`config.mk`:
```
export PLATFORM = sky130hd
export DESIGN_NAME = pid_controller_step_unit
export DESIGN_NICKNAME = d
export VERILOG_FILES = /design/src/rtl/core/pidcs_pkg.sv /design/src/rtl/core/pid_controller_step_unit.sv /design/src/rtl/core/pidcs_div.sv /design/src/rtl/core/pidcs_ctrl.sv /design/src/rtl/core/pidcs_dpath.sv
export VERILOG_INCLUDE_DIRS = /design/src /design/src/rtl/core
export SDC_FILE = /design/constraint.sdc
export NUM_CORES = 2
export LEC_CHECK = 0
export BUFFER_PORTS_ARGS = -buffer_cell sky130_fd_sc_hd__buf_2
export CAP_MARGIN = 15
export CORE_MARGIN = 2
export CORE_UTILIZATION = 40
export DETAILED_ROUTE_END_ITERATION = 10
export PLACE_DENSITY = 0.57
export SLEW_MARGIN = 20
export SYNTH_ARGS = -nofsm -noshare
export SYNTH_HDL_FRONTEND = slang
export SYNTH_SLANG_ARGS = --single-unit
```
`constraint.sdc`:
```
create_clock -name clk -period 16 [get_ports clk]
set_clock_uncertainty 0.15 [all_clocks]
set_input_delay 1.6 -clock clk [delete_from_list [all_inputs] [get_ports clk]]
set_output_delay 1.6 -clock clk [all_outputs]
set_load 0.005 [all_outputs]
```
`src/rtl/core/pid_controller_step_unit_assert.svh`:
```
// Assertion macros for the PID step unit; each expects clk and rst in scope.
`ifndef PID_CONTROLLER_STEP_UNIT_ASSERT_SVH
`define PID_CONTROLLER_STEP_UNIT_ASSERT_SVH
`ifndef SYNTHESIS
`define PIDCS_ASSERT_IMP(lbl, ante, cons, msg) \
  lbl: assert property (@(posedge clk) disable iff (rst) (ante) |-> (cons)) else $error(msg);
`define PIDCS_ASSERT_NXT(lbl, ante, cons, msg) \
  lbl: assert property (@(posedge clk) disable iff (rst) (ante) |=> (cons)) else $error(msg);
`else
`define PIDCS_ASSERT_IMP(lbl, ante, cons, msg)
`define PIDCS_ASSERT_NXT(lbl, ante, cons, msg)
`endif
`endif

```
`src/rtl/core/pidcs_pkg.sv`:
```
`timescale 1ns / 1ps
`default_nettype none
package pidcs_pkg;

  localparam int DATA_WIDTH = 32;
  localparam int FRAC_BITS  = 16;
  localparam int ERR_W      = DATA_WIDTH + 1;
  localparam int DERR_W     = DATA_WIDTH + 2;
  localparam int INT_W      = DATA_WIDTH + 16;
  localparam int INC_W      = INT_W + 2;
  localparam int ISUM_W     = INC_W + 1;
  localparam int DIG_W      = 16;
  localparam int N_DIG      = INT_W / DIG_W;
  localparam int DIG_CNT_W  = 2;
  localparam int PP_W       = DIG_W + DATA_WIDTH;
  localparam int ACC_W      = INT_W + DATA_WIDTH;
  localparam int SHIFT_W    = ACC_W - FRAC_BITS;
  localparam int TERM_W     = 63;
  localparam int SUM_W      = 64;
  localparam int DVD_W      = 2 * DATA_WIDTH + 1;
  localparam int QCNT_W     = 7;
  localparam logic [SUM_W-1:0] TERM_CAP = SUM_W'(1) << 61;

  typedef enum logic [1:0] {
    MODE_TIMED    = 2'd0,
    MODE_DISCRETE = 2'd1,
    MODE_CLEAR    = 2'd2,
    MODE_NOP      = 2'd3
  } mode_t;

  typedef enum logic [1:0] {
    CFG_KP = 2'd0,
    CFG_KI = 2'd1,
    CFG_KD = 2'd2
  } cfg_idx_t;

  typedef enum logic [1:0] {
    JOB_P   = 2'd0,
    JOB_INC = 2'd1,
    JOB_I   = 2'd2,
    JOB_D   = 2'd3
  } job_t;

  typedef struct packed {
    logic                 load;
    logic                 mul_en;
    logic [DIG_CNT_W-1:0] mul_dig;
    job_t                 job;
    logic                 term_wr;
    logic                 integ;
    logic                 div_start;
    logic                 div_wr;
    logic                 finish;
  } cmd_t;

  typedef struct packed {
    logic dt_zero;
    logic ki_pos;
    logic kd_pos;
    logic div_busy;
    logic div_done;
    logic out_free;
  } sts_t;

endpackage
`default_nettype wire

```
`src/rtl/core/pid_controller_step_unit.sv`:
```
// PID step unit, signed Q16.16, positional form.
// Input stream: one beat per step. tuser carries the mode (timed, discrete,
// clear, no-op); tdata carries setpoint, measurement and time step.
// Output stream: one beat per accepted input, control value in tdata and
// the clip flag in tuser.
// Config channel: write kp, ki, kd by index while the unit is idle; it is
// always ready.
// Clear and no-op beats finish fastest, a timed step with a nonzero time
// step slowest. The serial divider on the 65-bit dividend dominates; each
// product is built digit by digit from its 48-bit operand on the shared
// 16x32 digit multiplier, then written. One step is in flight at a time.
// A finished result sits in the output register, so the next input beat is
// taken while the receiver stalls; the unit only waits at the end of a step
// if the previous result is still not taken.
// Reset clears the gains, the integral and the previous error, and drops
// any pending output beat.
`timescale 1ns / 1ps
`default_nettype none
`include "pid_controller_step_unit_assert.svh"
module pid_controller_step_unit
  import pidcs_pkg::*;
(
  input  wire logic        clk,
  input  wire logic        rst,
  input  wire logic        s_axis_tvalid,
  output logic             s_axis_tready,
  // [31:0] setpoint, [63:32] measurement, [95:64] time_step
  input  wire logic [95:0] s_axis_tdata,
  // [1:0] mode
  input  wire logic [1:0]  s_axis_tuser,
  output logic             m_axis_tvalid,
  input  wire logic        m_axis_tready,
  // [31:0] control
  output logic [31:0]      m_axis_tdata,
  // [0] saturated
  output logic [0:0]       m_axis_tuser,
  input  wire logic        cfg_valid,
  output logic             cfg_ready,
  input  wire logic [1:0]  cfg_index,
  input  wire logic [31:0] cfg_data
);

  cmd_t cmd;
  sts_t sts;
  logic signed [DATA_WIDTH-1:0] control;
  logic                         saturated;

  // the user must change gains only between steps; the block does not enforce it and takes every write at once
  assign cfg_ready = 1'b1;

  pidcs_ctrl u_ctrl (
    .clk      (clk),
    .rst      (rst),
    .in_valid (s_axis_tvalid),
    .in_mode  (s_axis_tuser),
    .in_ready (s_axis_tready),
    .sts      (sts),
    .cmd      (cmd)
  );

  pidcs_dpath u_dpath (
    .clk         (clk),
    .rst         (rst),
    .cfg_we      (cfg_valid),
    .cfg_index   (cfg_index),
    .cfg_data    (cfg_data),
    .in_mode     (s_axis_tuser),
    .setpoint    (s_axis_tdata[31:0]),
    .measurement (s_axis_tdata[63:32]),
    .time_step   (s_axis_tdata[95:64]),
    .cmd         (cmd),
    .sts         (sts),
    .out_ready   (m_axis_tready),
    .out_valid   (m_axis_tvalid),
    .control     (control),
    .saturated   (saturated)
  );

  assign m_axis_tdata = control;
  assign m_axis_tuser = saturated;

  // a finished step never overwrites a beat the receiver has not taken
  `PIDCS_ASSERT_IMP(a_out_no_overwrite, cmd.finish, !m_axis_tvalid || m_axis_tready, "result overwritten")
  // one step at a time: no new beat right after one is taken
  `PIDCS_ASSERT_NXT(a_single_step, s_axis_tvalid && s_axis_tready, !s_axis_tready, "second beat taken")
  // the divider only runs inside a step
  `PIDCS_ASSERT_IMP(a_div_in_step, sts.div_busy, !s_axis_tready, "divider busy while idle")

endmodule
`default_nettype wire

```
`src/rtl/core/pidcs_div.sv`:
```
`timescale 1ns / 1ps
`default_nettype none
module pidcs_div
  import pidcs_pkg::*;
(
  input  wire logic                  clk,
  input  wire logic                  rst,
  input  wire logic                  start,
  input  wire logic [DVD_W-1:0]      dividend,
  input  wire logic [DATA_WIDTH-1:0] divisor,
  output logic      [DVD_W-1:0]      quotient,
  output logic                       busy,
  output logic                       done
);

  logic [DATA_WIDTH-1:0] rem;
  logic [DATA_WIDTH-1:0] dvs;
  logic [QCNT_W-1:0]     cnt;
  logic [DATA_WIDTH:0]   trial;
  logic                  ge;

  // one quotient bit a cycle, restoring
  assign trial = {rem, quotient[DVD_W-1]};
  assign ge    = trial >= {1'b0, dvs};

  always_ff @(posedge clk) begin
    if (rst) begin
      busy <= 1'b0;
      done <= 1'b0;
    end else begin
      done <= 1'b0;
      if (start) begin
        busy <= 1'b1;
      end else if (busy && cnt == QCNT_W'(1)) begin
        busy <= 1'b0;
        done <= 1'b1;
      end
    end
  end

  always_ff @(posedge clk) begin
    if (start) begin
      rem      <= '0;
      dvs      <= divisor;
      quotient <= dividend;
      cnt      <= QCNT_W'(DVD_W);
    end else if (busy) begin
      rem      <= ge ? DATA_WIDTH'(trial - {1'b0, dvs}) : trial[DATA_WIDTH-1:0];
      quotient <= {quotient[DVD_W-2:0], ge};
      cnt      <= cnt - QCNT_W'(1);
    end
  end

endmodule
`default_nettype wire

```
`src/rtl/core/pidcs_ctrl.sv`:
```
`timescale 1ns / 1ps
`default_nettype none
module pidcs_ctrl
  import pidcs_pkg::*;
(
  input  wire logic       clk,
  input  wire logic       rst,
  input  wire logic       in_valid,
  input  wire logic [1:0] in_mode,
  output logic            in_ready,
  input  wire sts_t       sts,
  output cmd_t            cmd
);

  typedef enum logic [7:0] {
    S_IDLE    = 8'b0000_0001,
    S_MUL     = 8'b0000_0010,
    S_MWR     = 8'b0000_0100,
    S_INTEG   = 8'b0000_1000,
    S_DIVGO   = 8'b0001_0000,
    S_DIVWAIT = 8'b0010_0000,
    S_DIVWR   = 8'b0100_0000,
    S_SUM     = 8'b1000_0000
  } state_t;

  localparam logic [DIG_CNT_W-1:0] LAST_DIG = DIG_CNT_W'(N_DIG - 1);

  state_t               state, state_next;
  mode_t                mode, mode_next;
  job_t                 job, job_next;
  logic [DIG_CNT_W-1:0] dig, dig_next;

  always_ff @(posedge clk) begin
    if (rst) begin
      state <= S_IDLE;
      mode  <= MODE_NOP;
      job   <= JOB_P;
      dig   <= '0;
    end else begin
      state <= state_next;
      mode  <= mode_next;
      job   <= job_next;
      dig   <= dig_next;
    end
  end

  always_comb begin
    state_next = state;
    mode_next  = mode;
    job_next   = job;
    dig_next   = dig;
    in_ready   = 1'b0;
    cmd        = '0;
    cmd.job    = job;
    cmd.mul_dig = dig;
    case (state)
      S_IDLE: begin
        in_ready = 1'b1;
        if (in_valid) begin
          cmd.load  = 1'b1;
          mode_next = mode_t'(in_mode);
          if (mode_t'(in_mode) == MODE_TIMED || mode_t'(in_mode) == MODE_DISCRETE) begin
            job_next   = JOB_P;
            dig_next   = '0;
            state_next = S_MUL;
          end else begin
            state_next = S_SUM;
          end
        end
      end
      S_MUL: begin
        cmd.mul_en = 1'b1;
        dig_next   = dig + DIG_CNT_W'(1);
        if (dig == LAST_DIG) begin
          dig_next   = '0;
          state_next = S_MWR;
        end
      end
      S_MWR: begin
        cmd.term_wr = 1'b1;
        case (job)
          JOB_P: begin
            if (mode == MODE_TIMED) begin
              job_next   = JOB_INC;
              state_next = S_MUL;
            end else begin
              state_next = S_INTEG;
            end
          end
          JOB_INC: state_next = S_INTEG;
          JOB_I: begin
            if (sts.dt_zero) begin
              state_next = S_SUM;
            end else begin
              job_next   = JOB_D;
              state_next = S_MUL;
            end
          end
          JOB_D: state_next = (mode == MODE_TIMED) ? S_DIVGO : S_SUM;
          default: state_next = S_SUM;
        endcase
      end
      S_INTEG: begin
        cmd.integ = 1'b1;
        if (mode == MODE_TIMED) begin
          job_next   = JOB_I;
          state_next = S_MUL;
        end else if (sts.ki_pos) begin
          state_next = S_DIVGO;
        end else if (sts.kd_pos) begin
          job_next   = JOB_D;
          state_next = S_MUL;
        end else begin
          state_next = S_SUM;
        end
      end
      S_DIVGO: begin
        cmd.div_start = 1'b1;
        state_next    = S_DIVWAIT;
      end
      S_DIVWAIT: begin
        if (sts.div_done) begin
          state_next = S_DIVWR;
        end
      end
      S_DIVWR: begin
        cmd.div_wr = 1'b1;
        if (mode != MODE_TIMED && sts.kd_pos) begin
          job_next   = JOB_D;
          state_next = S_MUL;
        end else begin
          state_next = S_SUM;
        end
      end
      S_SUM: begin
        if (sts.out_free) begin
          cmd.finish = 1'b1;
          state_next = S_IDLE;
        end
      end
      default: state_next = S_IDLE;
    endcase
  end

endmodule
`default_nettype wire

```
`src/rtl/core/pidcs_dpath.sv`:
```
`timescale 1ns / 1ps
`default_nettype none
module pidcs_dpath
  import pidcs_pkg::*;
(
  input  wire logic                         clk,
  input  wire logic                         rst,
  input  wire logic                         cfg_we,
  input  wire logic [1:0]                   cfg_index,
  input  wire logic [DATA_WIDTH-1:0]        cfg_data,
  input  wire logic [1:0]                   in_mode,
  input  wire logic signed [DATA_WIDTH-1:0] setpoint,
  input  wire logic signed [DATA_WIDTH-1:0] measurement,
  input  wire logic [DATA_WIDTH-1:0]        time_step,
  input  wire cmd_t                         cmd,
  output sts_t                              sts,
  input  wire logic                         out_ready,
  output logic                              out_valid,
  output logic signed [DATA_WIDTH-1:0]      control,
  output logic                              saturated
);

  localparam logic signed [INT_W-1:0] IMAX = {1'b0, {(INT_W - 1){1'b1}}};
  localparam logic signed [INT_W-1:0] IMIN = {1'b1, {(INT_W - 1){1'b0}}};
  localparam logic signed [DATA_WIDTH-1:0] OMAX = {1'b0, {(DATA_WIDTH - 1){1'b1}}};
  localparam logic signed [DATA_WIDTH-1:0] OMIN = {1'b1, {(DATA_WIDTH - 1){1'b0}}};

  logic signed [DATA_WIDTH-1:0] kp, ki, kd;
  mode_t                        mode;
  logic signed [ERR_W-1:0]      err, previous_error;
  logic [DATA_WIDTH-1:0]        dt;
  logic signed [INT_W-1:0]      integral_sum;
  logic signed [TERM_W-1:0]     p_term, i_term, d_term;
  logic signed [INC_W-1:0]      inc_term;
  logic [ACC_W-1:0]             acc;
  logic                         clip;

  logic signed [DERR_W-1:0] derr;
  logic [DATA_WIDTH-1:0]    kp_mag, ki_mag, kd_mag;
  logic [ERR_W-1:0]         err_mag;
  logic [DERR_W-1:0]        derr_mag;
  logic [INT_W-1:0]         int_mag;
  logic [INT_W-1:0]         mul_a;
  logic [DATA_WIDTH-1:0]    mul_b;
  logic                     mul_neg;
  logic [PP_W-1:0]          pp;
  logic [SHIFT_W-1:0]       shifted;
  logic                     term_clip;
  logic [SUM_W-1:0]         term_cap;
  logic [SUM_W-1:0]         term_val;
  logic [DVD_W-1:0]         dividend, quotient;
  logic [DATA_WIDTH-1:0]    divisor;
  logic                     q_clip, q_neg;
  logic [SUM_W-1:0]         q_cap, q_val;
  logic signed [INC_W-1:0]  inc_sel;
  logic signed [ISUM_W-1:0] isum;
  logic                     i_ovf;
  logic signed [INT_W-1:0]  int_sat;
  logic signed [SUM_W-1:0]  total;
  logic                     o_ovf;
  logic signed [DATA_WIDTH-1:0] o_sat;
  logic                     div_busy, div_done;

  assign derr     = DERR_W'(err) - DERR_W'(previous_error);
  assign kp_mag   = kp[DATA_WIDTH-1] ? ~kp + 1'b1 : kp;
  assign ki_mag   = ki[DATA_WIDTH-1] ? ~ki + 1'b1 : ki;
  assign kd_mag   = kd[DATA_WIDTH-1] ? ~kd + 1'b1 : kd;
  assign err_mag  = err[ERR_W-1] ? ~err + 1'b1 : err;
  assign derr_mag = derr[DERR_W-1] ? ~derr + 1'b1 : derr;
  assign int_mag  = integral_sum[INT_W-1] ? ~integral_sum + 1'b1 : integral_sum;

  // operand select for the shared digit multiplier
  always_comb begin
    case (cmd.job)
      JOB_P: begin
        mul_a   = INT_W'(err_mag);
        mul_b   = kp_mag;
        mul_neg = kp[DATA_WIDTH-1] ^ err[ERR_W-1];
      end
      JOB_INC: begin
        mul_a   = INT_W'(err_mag);
        mul_b   = dt;
        mul_neg = err[ERR_W-1];
      end
      JOB_I: begin
        mul_a   = int_mag;
        mul_b   = ki_mag;
        mul_neg = ki[DATA_WIDTH-1] ^ integral_sum[INT_W-1];
      end
      JOB_D: begin
        mul_a   = INT_W'(derr_mag);
        mul_b   = kd_mag;
        mul_neg = kd[DATA_WIDTH-1] ^ derr[DERR_W-1];
      end
      default: begin
        mul_a   = '0;
        mul_b   = '0;
        mul_neg = 1'b0;
      end
    endcase
  end

  assign pp = PP_W'(mul_a[DIG_W * int'(cmd.mul_dig) +: DIG_W]) * PP_W'(mul_b);

  // truncate toward zero, cap, then restore the sign
  assign shifted   = acc[ACC_W-1:FRAC_BITS];
  assign term_clip = SUM_W'(shifted) > TERM_CAP;
  assign term_cap  = term_clip ? TERM_CAP : SUM_W'(shifted);
  assign term_val  = mul_neg ? ~term_cap + 1'b1 : term_cap;

  assign dividend = (mode == MODE_TIMED) ? acc[DVD_W-1:0]
                                         : {1'b0, int_mag, {FRAC_BITS{1'b0}}};
  assign divisor  = (mode == MODE_TIMED) ? dt : ki;
  assign q_neg    = (mode == MODE_TIMED) ? (kd[DATA_WIDTH-1] ^ derr[DERR_W-1])
                                         : integral_sum[INT_W-1];
  assign q_clip   = quotient > DVD_W'(TERM_CAP);
  assign q_cap    = q_clip ? TERM_CAP : quotient[SUM_W-1:0];
  assign q_val    = q_neg ? ~q_cap + 1'b1 : q_cap;

  pidcs_div u_div (
    .clk      (clk),
    .rst      (rst),
    .start    (cmd.div_start),
    .dividend (dividend),
    .divisor  (divisor),
    .quotient (quotient),
    .busy     (div_busy),
    .done     (div_done)
  );

  assign inc_sel = (mode == MODE_TIMED) ? inc_term : INC_W'(err);
  assign isum    = ISUM_W'(integral_sum) + ISUM_W'(inc_sel);
  assign i_ovf   = (isum[ISUM_W-1:INT_W-1] != '0) && (isum[ISUM_W-1:INT_W-1] != '1);
  assign int_sat = i_ovf ? (isum[ISUM_W-1] ? IMIN : IMAX) : isum[INT_W-1:0];

  assign total = SUM_W'(p_term) + SUM_W'(i_term) + SUM_W'(d_term);
  assign o_ovf = (total[SUM_W-1:DATA_WIDTH-1] != '0) && (total[SUM_W-1:DATA_WIDTH-1] != '1);
  assign o_sat = o_ovf ? (total[SUM_W-1] ? OMIN : OMAX) : total[DATA_WIDTH-1:0];

  assign sts.dt_zero  = (dt == '0);
  assign sts.ki_pos   = !ki[DATA_WIDTH-1] && (ki != '0);
  assign sts.kd_pos   = !kd[DATA_WIDTH-1] && (kd != '0);
  assign sts.div_busy = div_busy;
  assign sts.div_done = div_done;
  assign sts.out_free = !out_valid || out_ready;

  always_ff @(posedge clk) begin
    if (rst) begin
      kp             <= '0;
      ki             <= '0;
      kd             <= '0;
      integral_sum   <= '0;
      previous_error <= '0;
      out_valid      <= 1'b0;
    end else begin
      if (cfg_we) begin
        case (cfg_idx_t'(cfg_index))
          CFG_KP:  kp <= cfg_data;
          CFG_KI:  ki <= cfg_data;
          CFG_KD:  kd <= cfg_data;
          default: ;
        endcase
      end
      if (cmd.load && mode_t'(in_mode) == MODE_CLEAR) begin
        integral_sum   <= '0;
        previous_error <= '0;
      end
      if (cmd.integ) begin
        integral_sum <= int_sat;
      end
      if (cmd.finish && (mode == MODE_TIMED || mode == MODE_DISCRETE)) begin
        previous_error <= err;
      end
      if (cmd.finish) begin
        out_valid <= 1'b1;
      end else if (out_ready) begin
        out_valid <= 1'b0;
      end
    end
  end

  always_ff @(posedge clk) begin
    if (cmd.load) begin
      mode   <= mode_t'(in_mode);
      err    <= ERR_W'(setpoint) - ERR_W'(measurement);
      dt     <= time_step;
      p_term <= '0;
      i_term <= '0;
      d_term <= '0;
      clip   <= 1'b0;
    end
    if (cmd.mul_en) begin
      acc <= ((cmd.mul_dig == '0) ? '0 : acc) + (ACC_W'(pp) << (DIG_W * int'(cmd.mul_dig)));
    end
    if (cmd.term_wr) begin
      case (cmd.job)
        JOB_P:   p_term   <= TERM_W'(term_val);
        JOB_INC: inc_term <= INC_W'(term_val);
        JOB_I:   i_term   <= TERM_W'(term_val);
        JOB_D: begin
          if (mode != MODE_TIMED) begin
            d_term <= TERM_W'(term_val);
          end
        end
        default: ;
      endcase
      if (term_clip) begin
        clip <= 1'b1;
      end
    end
    if (cmd.integ && i_ovf) begin
      clip <= 1'b1;
    end
    if (cmd.div_wr) begin
      if (mode == MODE_TIMED) begin
        d_term <= TERM_W'(q_val);
      end else begin
        i_term <= TERM_W'(q_val);
      end
      if (q_clip) begin
        clip <= 1'b1;
      end
    end
    if (cmd.finish) begin
      control   <= o_sat;
      saturated <= clip | o_ovf;
    end
  end

endmodule
`default_nettype wire

```
* After elaboration in Yosys (flattened, before gate mapping)
Index checks and enable logic that the tools add are counted.
Word-level totals: bits in registers 750, output and inout port bits 36
Operators by class: bitwise gates (word level) 12, equal/unequal tests 31, mux-type cells 90, multiply operators 1, $add $sub $neg 17, $lt $le $gt $ge 3, shift-type cells 2, reductions and logical operators 45
Operator list (number):
- 2-to-1 mux 63 bit | 18
- 2-to-1 mux 48 bit | 5
- 2-to-1 mux 32 bit | 7
- 2-to-1 mux 65 bit | 3
- one-hot mux 48 bit (3 select lines) | 1
- one-hot mux 32 bit (4 select lines) | 1
- adder 63 x 1 -> 63 bit (second input constant) | 2
- inverter 63 bit | 2
- 2-to-1 mux 33 bit | 3
- adder 32 x 1 -> 32 bit (second input constant) | 3
- inverter 32 bit | 3
- 2-to-1 mux 8 bit | 11
- adder 80 bit | 1
- 2-to-1 mux 80 bit | 1
- << shifter 48 x 6 -> 80 bit | 1
- > comparator 65 x 62 -> 1 bit (second input constant) | 1
- adder 63 x 63 -> 64 bit | 1
- adder 64 x 63 -> 64 bit | 1
- > comparator 64 x 62 -> 1 bit (second input constant) | 1
- one-hot mux 8 bit (8 select lines) | 1
- nonzero test 32 bit | 2
- adder 48 x 50 -> 51 bit | 1
- 2-to-1 mux 50 bit | 1
- adder 48 x 1 -> 48 bit (second input constant) | 1
- other kinds (54) | 129

* Longest topological paths before layout
depth in word-level cells 10, depth in mapped cells 61, gate-level depth less buffers 57

* Cells and area by module
From an unflattened synthesis, not the netlist that was laid out.
Unflattened totals: cell total of the unflattened synthesis 8979, area total of the unflattened synthesis 74445.1 um2
Modules (own cells, without submodules):
- pidcs_dpath | instances 1, area each 66254.8 um2, cells each 8232
- pidcs_div | instances 1, area each 7295.7 um2, cells each 642
- pidcs_ctrl | instances 1, area each 883.3 um2, cells each 103
- pid_controller_step_unit | instances 1, area each 11.3 um2, cells each 2

* Least setup slack after synthesis
No wires, ideal clock.
path kind register to register, start register u_dpath.err[0], end register u_dpath.acc[78] (data pin), buffers on the path 1, stages on the path, launching flop included 56, setup slack 2.860 ns, data arrival time 12.725 ns, data required time 15.585 ns, path through edfxtp_1 -> inv_1 -> ha_1 -> inv_1 -> fa_1 -> a211oi_2 -> o21ai_1 -> a21oi_1 -> xnor2_1 -> a2111oi_0 -> o21ai_0 -> nor4_2 -> a21oi_1 -> xnor2_1 -> a22oi_1 -> nor2_1 -> nor3_1 -> clkbuf_1 -> [... 20 more ...] -> a21oi_1 -> xnor2_1 -> mux2i_1 -> o22ai_1 -> ha_1 -> a21oi_1 -> o21ai_0 -> a21o_1 -> a21o_1 -> a21o_1 -> a211oi_1 -> o221ai_1 -> o21a_1 -> o2111ai_1 -> o31ai_1 -> a21oi_1 -> o21ai_0 -> xor2_1
Between the ends: longest elaborated chain between the ends 9
RTL lines:
- start: declaration | line pidcs_dpath.sv:30 | logic signed [ERR_W-1:0] err, previous_error;
- start signal: assignment | line pidcs_dpath.sv:185 | err <= ERR_W'(setpoint) - ERR_W'(measurement);
- subtractor 33 x 33 -> 34 bit | line pidcs_dpath.sv:64 | assign derr = DERR_W'(err) - DERR_W'(previous_error);
- inverter 34 bit | line pidcs_dpath.sv:69 | assign derr_mag = derr[DERR_W-1] ? ~derr + 1'b1 : derr;
- adder 34 x 1 -> 34 bit | line pidcs_dpath.sv:69
- 2-to-1 mux 34 bit | line pidcs_dpath.sv:69
- one-hot mux 48 bit (3 select lines) (*) | line pidcs_dpath.sv:74 | case (cmd.job)
- variable part select 48 x 7 -> 16 bit (*) | line pidcs_dpath.sv:103 | assign pp = PP_W'(mul_a[DIG_W * int'(cmd.mul_dig) +: DIG_W]) * PP_W'(mul_b);
- multiplier 16 x 32 -> 48 bit (*) | line pidcs_dpath.sv:103
- << shifter 48 x 6 -> 80 bit (*) | line pidcs_dpath.sv:193 | acc <= ((cmd.mul_dig == '0) ? '0 : acc) + (ACC_W'(pp) << (DIG_W * int'(cmd.mul_dig)));
- adder 80 bit (*) | line pidcs_dpath.sv:193
- end signal: assignment | line pidcs_dpath.sv:193
- end: declaration | line pidcs_dpath.sv:35 | logic [ACC_W-1:0] acc;
Mark *: on every way between the ends. The rest lies on a longest branch, timed or not. A chain may end at the register's enable or synchronous reset.

* Final worst setup path
start register u_dpath.err[0], end register u_dpath.acc[76] (data pin)
The elaborated chain is that of the path after synthesis.

==> flow_metrics.env <==
export IMPL_status="complete, no violations"
export IMPL_crit_top_cell="fa_1"
export IMPL_fmax_ghz=0.0661
export IMPL_r2r_end="u_dpath.acc[76]"
export IMPL_startpoint_type="register"
export IMPL_met3_usage=0.0428
export IMPL_fin_cells=11300
export IMPL_dieArea_um2=185000
export IMPL_hold_start="u_dpath.p_term[0]"
export IMPL_finalWorstSetupSlack_ns=0.869
export IMPL_synth_cell_types=102
export IMPL_slew_headroom=0.173
export IMPL_synth_warnings=0
export IMPL_drv_cap=0
export IMPL_crit_start="u_dpath.err[0]"
export IMPL_vias=67100
export IMPL_cts_hold_buffers=0
export IMPL_fp_coreArea_um2=181000
export IMPL_min_path_type="reg2reg"
export IMPL_critPathArrivalTime_ns=15.46
export IMPL_endpoint="u_dpath.acc[76]"
export IMPL_clk_latency_ns=0.75
export IMPL_syn_area_um2=72600
export IMPL_antenna_found_initial=14
export IMPL_min_period_ns=15.13
export IMPL_grtUsageTotal=0.292
export IMPL_placed_cells=11100
export IMPL_layout_drive_gt1_share=0.0664
export IMPL_synthArstFlopShare=0
export IMPL_h_tree_depth=3
export IMPL_cts_sinks=750
export IMPL_tightest_slew_ns=1.23
export IMPL_numCtsBuffers=95
export IMPL_slew_violations=0
export IMPL_r2r_slack_ns=0.87
export IMPL_slowest_stage="o221ai_2"
export IMPL_vias_per_cell=5.95
export IMPL_finalSetupViolations=0
export IMPL_criticalPathCategory="reg2reg"
export IMPL_nets=9870
export IMPL_post_drt_wl_per_cell_um=24.4
export IMPL_clockBufferDepth=3
export IMPL_use_met2=0.453
export IMPL_wl_um=275000
export IMPL_cts_root_buffer_cell="clkbuf_16"
export IMPL_drc=0
export IMPL_synth_edff_count=327
export IMPL_die_y_um=430
export IMPL_ys_ff_latch=750
export IMPL_cp_required_ns=16.33
export IMPL_synth_top_flop_cell="dfxtp_1"
export IMPL_die_w_um=430
export IMPL_fillers=18000
export IMPL_synthCells=8890
export IMPL_clk_pin_slew_ns=0.06
export IMPL_cp_end_kind="register"
export IMPL_start_util=0.402
export IMPL_synth_nets=9932
export IMPL_ant_nets=0
export IMPL_synth_avg_cell_area_um2=8.16
export IMPL_grt_busiest_layer="met2"
export IMPL_reg2regPathDepth=55
export IMPL_seq_area_um2=18300
export IMPL_path_max_fanout=20
export IMPL_multi_input_area_um2=50200
export IMPL_grt_pass1_wl_um=413000
export IMPL_first_pass_iters=6
export IMPL_grt_util_met1=0.409
export IMPL_hold_viol_final=0
export IMPL_dp_slack_ns=0.536
export IMPL_gp_congestion=1.01
export IMPL_portBuffers=171
export IMPL_critPathMaxStageDelay_ns=0.76
export IMPL_dp_hpwl_um=214000
export IMPL_area_growth_syn_to_layout_pct=9.06
export IMPL_drt_iter0_drc=6940
export IMPL_first_global_vias=64400
export IMPL_ys_seq_area_frac=0.252
export IMPL_r2r_start="u_dpath.err[0]"
export IMPL_tritoncts="done"
export IMPL_rows=156
export IMPL_io_pins=173
export IMPL_period_share=0.946
export IMPL_overflow=0
export IMPL_grt_max_degree=171
==> cells in the final DEF (no fill, tap or decap), types with 126 or more instances in the layout <==
master,synthesis,routed
a21oi_1,684,681
o21ai_0,459,454
xor2_1,235,235
nor2b_1,152,151
edfxtp_1,327,327
buf_2,20,170
xnor2_1,327,327
dfxtp_1,423,417
nor2_1,822,808
inv_1,706,704
nand2_1,1301,1301
a31oi_1,128,126
fa_1,487,487
a21o_1,220,220
ha_1,418,418
==> critical path: cells and delay by family, from the launching register on <==
| family | cells | cell delay, ns |
|---|---|---|
| multiplexers | 1 | 0.20 |
| AND/OR/NAND/NOR | 6 | 1.27 |
| AO/OA/AOI/OAI | 29 | 7.19 |
| XOR/XNOR | 3 | 0.45 |
| flip-flops | 1 | 0.42 |
| adder cells (fa/ha/maj) | 10 | 4.44 |
| buffers and inverters | 6 | 0.76 |
==> worst min path at each step <==
stage / endpoint / slack [ns] / cells after the start
6_report: u_dpath.p_term[0] / 0.32 / 2
5_1_grt: u_dpath.p_term[53] / 0.34 / 2
4_1_cts: u_dpath.p_term[0] / 0.32 / 2
3_5_place_dp: u_dpath.p_term[0] / 0.30 / 2
3_3_place_gp: u_dpath.p_term[0] / 0.29 / 2
2_1_floorplan: u_dpath.p_term[0] / 0.28 / 2
==> per-layer routing <==
metal	vias up	part of all wire
met1	33200	0.44
met4	0	0.040
met3	435	0.082
met2	2784	0.44
met5	-	0
li1	30800	-
==> repair_timing <==
action	4_1_cts	5_1_grt
resized for setup	0	12
buffers inserted	0	1
setup endpoints to repair	0	26
==> kinds of logic (layout without fill, tap and decap cells) <==
family                   after synthesis  after routing  synth area share
AO/OA/AOI/OAI                       2303           2303             0.204
XOR/XNOR                             562            562            0.0678
adder cells (fa/ha/maj)              905            905             0.206
buffers and inverters               1166           1183            0.0611
flip-flops                           750            750             0.252
multiplexers                          69             69            0.0119
other                                  1              3         0.0000517
AND/OR/NAND/NOR                     3134           3134             0.197
==> synth_stat cells, types with 89 or more instances <==
library cell     n  share of area
dfxtp_1        423           0.12
clkbuf_1       397          0.021
o31ai_1         89         0.0092
fa_1           487           0.13
edfxtp_1       327           0.14
nand3_1        125         0.0086
nor3_1         115         0.0079
nor2_1         822          0.043
nand2_1       1301          0.067
a21o_1         220          0.023
ha_1           418          0.072
xor2_1         235          0.028
xnor2_1        327          0.039
nor2b_1        152          0.013
o21ai_0        459          0.032
nand2b_1       114         0.0098
a21oi_1        684          0.047
inv_1          706          0.037
a221oi_1        91          0.011
a31oi_1        128          0.011
==> metrics by stage <==
step	cell area [um^2]	hold WS, ns	TNS (ns)	utilization
2_1_floorplan	72600	0.275	0	-
3_3_place_gp	75800	0.294	0	0.420
3_5_place_dp	75900	0.302	0	0.420
4_1_cts	79100	0.316	0	0.438
5_1_grt	79200	0.340	-0.00134	0.438
6_report	79200	0.315	0	0.438
==> cell type report <==
type,count,area share
Timing Repair Buffer,297,0.0232
Sequential cell,750,0.231
Clock buffer,143,0.0370
Inverter,710,0.0337
Antenna cell,2,0.0000632
Tap cell,2370,0.0375
Clock inverter,33,0.00379
Multi-Input combinational cell,6974,0.634
==> sequential cells by signal, indices dropped and copies added, names as in the netlist, 33 cells and up <==
signal / count
u_dpath.previous_error: 33
u_dpath.u_div.quotient: 65
u_dpath.acc: 80
u_dpath.integral_sum: 48
u_dpath.d_term: 63
u_dpath.p_term: 63
u_dpath.inc_term: 50
u_dpath.i_term: 63
u_dpath.err: 33
Power is not shown: default switching activity piles up to over one toggle a cycle in this logic, so the estimate is an artifact.
